--- config.mk ---
export PLATFORM = sky130hd
export DESIGN_NAME = mtq_fifo
export DESIGN_NICKNAME = d
export VERILOG_FILES = /design/src/mtq_pkg.sv /design/src/mtq_fifo.sv
export SDC_FILE = /design/constraint.sdc
export NUM_CORES = 1
export LEC_CHECK = 0
export ABC_CLOCK_PERIOD_IN_PS = 8189
export BUFFER_PORTS_ARGS = -buffer_cell sky130_fd_sc_hd__buf_2
export CAP_MARGIN = 30
export CORE_MARGIN = 10
export CORE_UTILIZATION = 57
export DETAILED_ROUTE_END_ITERATION = 6
export PLACE_DENSITY = 0.88
export SETUP_SLACK_MARGIN = 0.3
export SYNTH_ARGS = -nofsm -noshare
export SYNTH_HDL_FRONTEND = slang
export SYNTH_SLANG_ARGS = --single-unit
--- constraint.sdc ---
create_clock -name clk -period 8.19 [get_ports clk]
set_input_delay 1.638 -clock clk [delete_from_list [all_inputs] [get_ports clk]]
set_output_delay 1.638 -clock clk [all_outputs]
set_load 0.03 [all_outputs]
--- src/mtq_pkg.sv ---
// Shared types and constants for the motor torque from power solver.
package mtq_pkg;

  localparam int COEF_W = 48;
  localparam int IDX_W  = 3;

  typedef enum logic [1:0] {
    ST_TWO_ROOTS = 2'd0,
    ST_ONE_ROOT  = 2'd1,
    ST_NO_ROOT   = 2'd2,
    ST_K4_ZERO   = 2'd3
  } status_t;

  typedef enum logic [IDX_W-1:0] {
    REG_CONST     = 3'd0,
    REG_TORQUE    = 3'd1,
    REG_SPEED     = 3'd2,
    REG_CROSS     = 3'd3,
    REG_TORQUE_SQ = 3'd4,
    REG_SPEED_SQ  = 3'd5
  } reg_idx_t;

  typedef struct packed {
    logic signed [COEF_W-1:0] k0;
    logic signed [COEF_W-1:0] k1;
    logic signed [COEF_W-1:0] k2;
    logic signed [COEF_W-1:0] k3;
    logic signed [COEF_W-1:0] k4;
    logic signed [COEF_W-1:0] k5;
  } coef_t;

  typedef struct packed {
    logic               k4_zero;
    logic signed [63:0] b;
    logic [30:0]        wsq;
    logic signed [63:0] lin;
    logic signed [15:0] t0;
  } front_item_t;

  typedef struct packed {
    status_t            status;
    logic signed [63:0] b;
    logic signed [15:0] t0;
  } side_t;

endpackage

--- src/mtq_fifo.sv ---
// Short queue between the front end and the solver pipeline.
module mtq_fifo #(
  parameter int DEPTH = 4
) (
  input  logic                 clk,
  input  logic                 rst,
  input  logic                 in_valid,
  output logic                 in_ready,
  input  mtq_pkg::front_item_t in_item,
  output logic                 out_valid,
  input  logic                 out_ready,
  output mtq_pkg::front_item_t out_item
);

  localparam int AW = (DEPTH > 1) ? $clog2(DEPTH) : 1;
  localparam int CW = $clog2(DEPTH + 1);

  mtq_pkg::front_item_t mem [DEPTH];
  logic [AW-1:0] wr_ptr;
  logic [AW-1:0] rd_ptr;
  logic [CW-1:0] count;
  logic          push;
  logic          pop;

  assign in_ready  = (count != CW'(DEPTH));
  assign out_valid = (count != '0);
  assign out_item  = mem[rd_ptr];
  assign push      = in_valid && in_ready;
  assign pop       = out_valid && out_ready;

  always_ff @(posedge clk) begin
    if (push) begin
      mem[wr_ptr] <= in_item;
    end
  end

  always_ff @(posedge clk) begin
    if (rst) begin
      wr_ptr <= '0;
      rd_ptr <= '0;
      count  <= '0;
    end else begin
      if (push) begin
        wr_ptr <= (wr_ptr == AW'(DEPTH - 1)) ? '0 : wr_ptr + 1'b1;
      end
      if (pop) begin
        rd_ptr <= (rd_ptr == AW'(DEPTH - 1)) ? '0 : rd_ptr + 1'b1;
      end
      if (push && !pop) begin
        count <= count + 1'b1;
      end else if (pop && !push) begin
        count <= count - 1'b1;
      end
    end
  end

endmodule

==> results of run 1 <==
registers in the layout, summed over array words and instances (netlist names), named ones only:
register,count
mem,704
wr_ptr,2
rd_ptr,2
count,3
power by group through the flow:
| stage | Sequential, mW | Combinational (mW) | Clock [mW] |
|---|---|---|---|
| after floorplan | 4.62 | 1.72 | 0 |
| after global placement | 4.61 | 2.29 | 0 |
| after detailed placement | 4.63 | 2.34 | 0 |
| after CTS | 4.57 | 2.37 | 3.18 |
| after global routing | 4.59 | 2.45 | 3.31 |
| final | 4.56 | 2.33 | 3.12 |
synth_stat cells, drive strengths merged:
| cell | n |
|---|---|
| edfxtp | 704 |
| mux4 | 176 |
| buf | 38 |
| dfxtp | 9 |
| ha | 6 |
| and3 | 4 |
| clkbuf | 4 |
| inv | 3 |
| mux2i | 3 |
| nor2 | 3 |
| or3 | 3 |
| a21oi | 2 |
| nand2b | 2 |
| o31ai | 2 |
| xor2 | 2 |
| and2 | 1 |
| fa | 1 |
| nand2 | 1 |
| nand3 | 1 |
| nor3 | 1 |
| o21ai | 1 |
| or3b | 1 |
path summary, 6_finish.rpt:
path | from | end | slack (ns) | depth (start not counted)
worst max-delay path | flip-flop | out_item[36] | 3.41 | 3
worst min-delay path | rd_ptr[0]$_SDFFE_PP0P_ | flip-flop | 0.49 | 2
worst max register to register | count[0]$_SDFFE_PP0P_ | mem[0][36]$_DFFE_PP_ | 5.33 | 3
worst min register to register | rd_ptr[0]$_SDFFE_PP0P_ | flip-flop | 0.49 | 2
cells by family after synthesis:
kind of cell,after synthesis
buffers and inverters,45
adders and majority gates,7
DFF,713
muxes,179
xor gates and xnor gates,2
AOI/OAI and AO/OA,5
and+or+nand+nor,17
worst max-delay path, stage by stage, from the launching register on:
cell	delay (ns)
dfxtp_4	0.81
buf_4	0.80
mux4_2	0.63
buf_2	0.20
final cells by class:
| type | count | area (µm²) |
|---|---|---|
| Sequential cell | 713 | 21300 |
| Inverter | 3 | 11.3 |
| Multi-Input combinational cell | 210 | 4260 |
| Tap cell | 600 | 751 |
| Antenna cell | 15 | 37.5 |
| Fill cell | 2613 | 14600 |
| Timing Repair Buffer | 372 | 1990 |
| Clock buffer | 91 | 1920 |
| Clock inverter | 37 | 328 |
cells in the final DEF, fill, tap and decap left out, types with 6 or more instances in the layout:
cell         n
edfxtp_1   704
buf_2      357
mux4_2     176
clkbuf_16   74
clkbuf_1    17
diode_2     15
clkinv_1    15
clkinv_2    10
buf_4        9
dfxtp_1      7
ha_1         6
metal layers:
layer / vias to the layer above / part of all wire / global-route usage
met1: 6216 / 0.36 / 0.246
met3: 108 / 0.095 / 0.0736
li1: 5045 / - / -
met4: 18 / 0.021 / 0.0643
met2: 528 / 0.53 / 0.337
met5: - / 0.0022 / 0
through the flow:
| stage | cell area [µm²] | std cells | utilization | power, mW |
|---|---|---|---|---|
| after floorplan | 25900 | 968 | - | 6.34 |
| after global placement | 28200 | 1894 | 0.625 | 6.90 |
| final | 30600 | 2041 | 0.678 | 10.0 |
| after CTS | 30600 | 2026 | 0.677 | 10.1 |
| after global routing | 30600 | 2032 | 0.677 | 10.4 |
| after detailed placement | 28300 | 1898 | 0.627 | 6.97 |
==> flow_metrics.py, run 1 <==
metrics = {
    "run_status": {
        "run_status": "finished clean",
    },
    "power_and_ir_drop": {
        "leakage_nw": 10.2,
        "switching_share": 0.294,
        "clockPowerShare": 0.312,
        "p_int_mw": 7.06,
        "power_density_nw_per_um2": 327,
        "combPwrFrac": 0.233,
        "seq_power_share": 0.456,
        "switching_power_mw": 2.95,
        "ir_worst_vdd_mv": 0.307,
    },
    "logic_synthesis": {
        "synth.area.top_cells": "edfxtp_1, mux4_2, buf_6",
        "synth.mux.area_fraction": 0.154,
        "yosys_register_bits": 713,
        "syn-num-nets": 1155,
        "synthXorXnorAreaFrac": 0.000677,
        "synthSimpleGateAreaFrac": 0.00382,
        "synth_top_area_share": 0.816,
        "syn_area_um2": 25900,
        "synth_seq_area_share": 0.823,
        "synth_area_per_cell_um2": 26.7,
        "yosys_warnings": 0,
        "synth_top_cell_by_area": "edfxtp_1",
        "synth_top_family_by_area": "multiplexers",
        "synth.distinct_cells": 25,
        "synthAdderAreaFrac": 0.00367,
        "syn_inst": 968,
        "synth_compound_area_frac": 0.00135,
    },
    "clock_tree": {
        "ctsResizeCount": 0,
        "htreeDepth": 3,
        "tritoncts": "yes",
        "numCtsBuffers": 71,
        "cts.sinks": 713,
        "clock_path_buffers": 3,
        "clock_latency_ns": 0.61,
        "postCtsHoldBufs": 0,
        "cts.clk_slew.worst_paths_ns": 0.06,
        "root_buffer": "clkbuf_16",
        "postCtsSetupRepairBufs": 0,
    },
    "sta": {
        "final.setup.tns_ns": 0,
        "drv_slew": 0,
        "finalCritPeriodShare": 0.584,
        "setup_viol": 0,
        "setup_slack_ns": 3.41,
        "hold_viol_final": 0,
        "rsz0062_at_grt": "false",
        "tightest_slew_ns": 0.983,
        "slew_headroom": 0.345,
        "period_minus_slack_ns": 4.78,
        "hold_ws_ns": 0.495,
        "skew_ns": 0.0231,
        "max_freq_ghz": 0.209,
    },
    "layout": {
        "area_growth_pct": 18.3,
        "drive_gt1_frac": 0.457,
        "nNetsFinal": 1558,
    },
    "floorplanning": {
        "rows": 78,
        "fp.coreArea_um2": 45200,
        "die_h_um": 233,
        "start_util": 0.573,
        "die_area_um2": 54300,
        "dieWidth_um": 233,
        "io_pins": 358,
    },
    "route": {
        "via_count": 11900,
        "viasPerCell": 5.84,
        "wl_per_cell_um": 26.9,
        "drtPass1Iterations": 5,
        "drt-initial-drc-count": 1029,
        "drc": 0,
        "wl_mm": 54.9,
        "ant_nets": 0,
    },
    "critical_path": {
        "endpoint_kind": "output pin",
        "startpoint_type": "flip-flop",
        "critPathKind": "flip-flop to output pin",
        "cp_max_fo": 46,
        "required_ns": 6.55,
        "critPathArrivalTime_ns": 3.14,
    },
    "global_route": {
        "grt_pass1_wl_mm": 81.5,
        "grt_usage": 0.203,
        "grt_max_degree": 109,
        "grt-ovfl-total": 0,
        "grt_pass1_vias": 12700,
        "antenna_found_initial": 22,
    },
    "place": {
        "globalplace.congestion": 0.754,
        "pre_cts_slack_ns": 3.96,
        "place.port_buffers": 357,
        "dp_hpwl_mm": 33.6,
    },
    "run": {
        "max_cap_viol_count": 0,
    },
    "min_path": {
        "hold_path.class": "flip-flop to flip-flop",
    },
}
Power figures use the tool's default switching activity.
==> run 2, diff against run 1 <==
Settings changed: ABC_CLOCK_PERIOD_IN_PS 8189 to 4650.
Clock period 8.19 ns to 4.65 ns, I/O delays scaled along.
==> flow_metrics.py, run 2 (synthesis gave the netlist of run 1 again) <==
metrics = {
    "run_status": {
        "run_status": "finished clean",
    },
    "layout": {
        "nNetsFinal": 1578,
        "top_register": "mem",
        "regArea_um2": 21300,
        "drive_gt1_frac": 0.470,
        "largest_reg_flops": 704,
        "area_growth_pct": 19.7,
        "num-fill-cells": 2579,
        "final_common_cell": "edfxtp_1",
        "multi_input_area_um2": 4260,
        "reg_top3": "mem: 704 flops, count: 3 flops",
        "final_cell_mix": "edfxtp_1, buf_2, mux4_2",
    },
    "power_and_ir_drop": {
        "power_mw": 18.1,
        "seq_power_share": 0.444,
        "switching_share": 0.293,
        "leakage_nw": 10.4,
        "p_int_mw": 12.8,
        "power_density_nw_per_um2": 585,
        "switching_power_mw": 5.30,
        "combPwrFrac": 0.236,
        "clockPowerShare": 0.320,
        "ir_worst_vdd_mv": 0.474,
    },
    "global_route": {
        "antenna_found_initial": 12,
        "grt-ovfl-total": 0,
        "grt_pass1_wl_mm": 86.3,
        "grt_usage": 0.216,
        "grt_max_degree": 90,
        "grt_pass1_vias": 13100,
    },
    "route": {
        "wl_per_cell_um": 28.3,
        "wl_mm": 58.2,
        "ant_nets": 0,
        "drc": 0,
        "viasPerCell": 5.91,
        "via_count": 12100,
        "drt-initial-drc-count": 1073,
        "drtPass1Iterations": 5,
    },
    "min_path": {
        "hold_path.class": "flip-flop to flip-flop",
    },
    "clock_tree": {
        "cts.sinks": 713,
        "clock_latency_ns": 0.59,
        "htreeDepth": 3,
        "postCtsSetupRepairBufs": 0,
        "ctsResizeCount": 0,
        "root_buffer": "clkbuf_16",
        "tritoncts": "yes",
        "cts.clk_slew.worst_paths_ns": 0.06,
        "clock_path_buffers": 3,
        "postCtsHoldBufs": 0,
        "numCtsBuffers": 71,
    },
    "floorplanning": {
        "fp.coreArea_um2": 45200,
        "start_util": 0.573,
        "die_h_um": 233,
        "dieWidth_um": 233,
        "io_pins": 358,
        "rows": 78,
        "die_area_um2": 54300,
    },
    "sta": {
        "max_freq_ghz": 0.280,
        "setup_viol": 0,
        "period_minus_slack_ns": 3.58,
        "finalCritPeriodShare": 0.769,
        "hold_viol_final": 0,
        "final.setup.tns_ns": 0,
        "slew_headroom": 0.419,
        "tightest_slew_ns": 0.872,
        "hold_ws_ns": 0.527,
        "skew_ns": 0.0190,
        "drv_slew": 0,
        "rsz0062_at_grt": "false",
    },
    "critical_path": {
        "required_ns": 3.72,
        "endpoint_kind": "output pin",
        "regToRegSetupSlack_ns": 2.10,
        "critPathArrivalTime_ns": 2.65,
        "cp_max_fo": 32,
        "critPathKind": "flip-flop to output pin",
        "startpoint_type": "flip-flop",
    },
    "place": {
        "place.port_buffers": 357,
        "dp_hpwl_mm": 35.2,
        "globalplace.congestion": 0.754,
    },
    "run": {
        "max_cap_viol_count": 0,
    },
}
run 2: power groups by stage:
| stage | combinational, mW | sequential (mW) | clock (mW) |
|---|---|---|---|
| after floorplan | 3.03 | 8.06 | 0 |
| after global placement | 4.18 | 8.10 | 0 |
| after detailed placement | 4.24 | 8.17 | 0 |
| after CTS | 4.32 | 8.06 | 5.90 |
| after global routing | 4.49 | 8.10 | 6.13 |
| final | 4.28 | 8.04 | 5.81 |
run 2: layout make-up:
type                            instances  area share
Sequential cell                       713       0.688
Multi-Input combinational cell        210       0.137
Timing Repair Buffer                  392      0.0720
Clock buffer                           89      0.0636
Tap cell                              600      0.0242
Clock inverter                         39      0.0138
Antenna cell                            6    0.000484
Inverter                                3    0.000363
run 2: metrics by stage:
| stage | worst slack [ns] | cells | area (µm²) | utilization |
|---|---|---|---|---|
| 3_5_place_dp | 1.58 | 1917 | 28600 | 0.632 |
| 6_report | 1.07 | 2052 | 31000 | 0.686 |
| 5_1_grt | 0.875 | 2049 | 31000 | 0.686 |
| 3_3_place_gp | 1.61 | 1917 | 28600 | 0.632 |
| 2_1_floorplan | 1.11 | 968 | 25900 | - |
| 4_1_cts | 0.933 | 2045 | 31000 | 0.685 |
run 2: path summary, 6_finish.rpt:
check | from | end | cells past startpoint
worst max-delay path | flip-flop | out_item[72] | 3
worst min-delay path | count[2]$_SDFFE_PP0P_ | count[2]$_SDFFE_PP0P_ | 2
worst max register to register | count[1]$_SDFFE_PP0P_ | count[2]$_SDFFE_PP0P_ | 7
worst min register to register | count[2]$_SDFFE_PP0P_ | count[2]$_SDFFE_PP0P_ | 2
run 2: metal layers:
metal  global-route usage  wire, µm  vias to the layer above
li1                     -         -                     5071
met3               0.0670      5680                      106
met1                0.261     20100                     6337
met2                0.371     30900                      598
met4               0.0657      1300                       16
met5                    0       115                        -
run 2: critical path, cell delays in order (launching register included):
cell and delay [ns]:
dfxtp_4 0.78, buf_4 0.45, mux4_2 0.59, buf_2 0.20
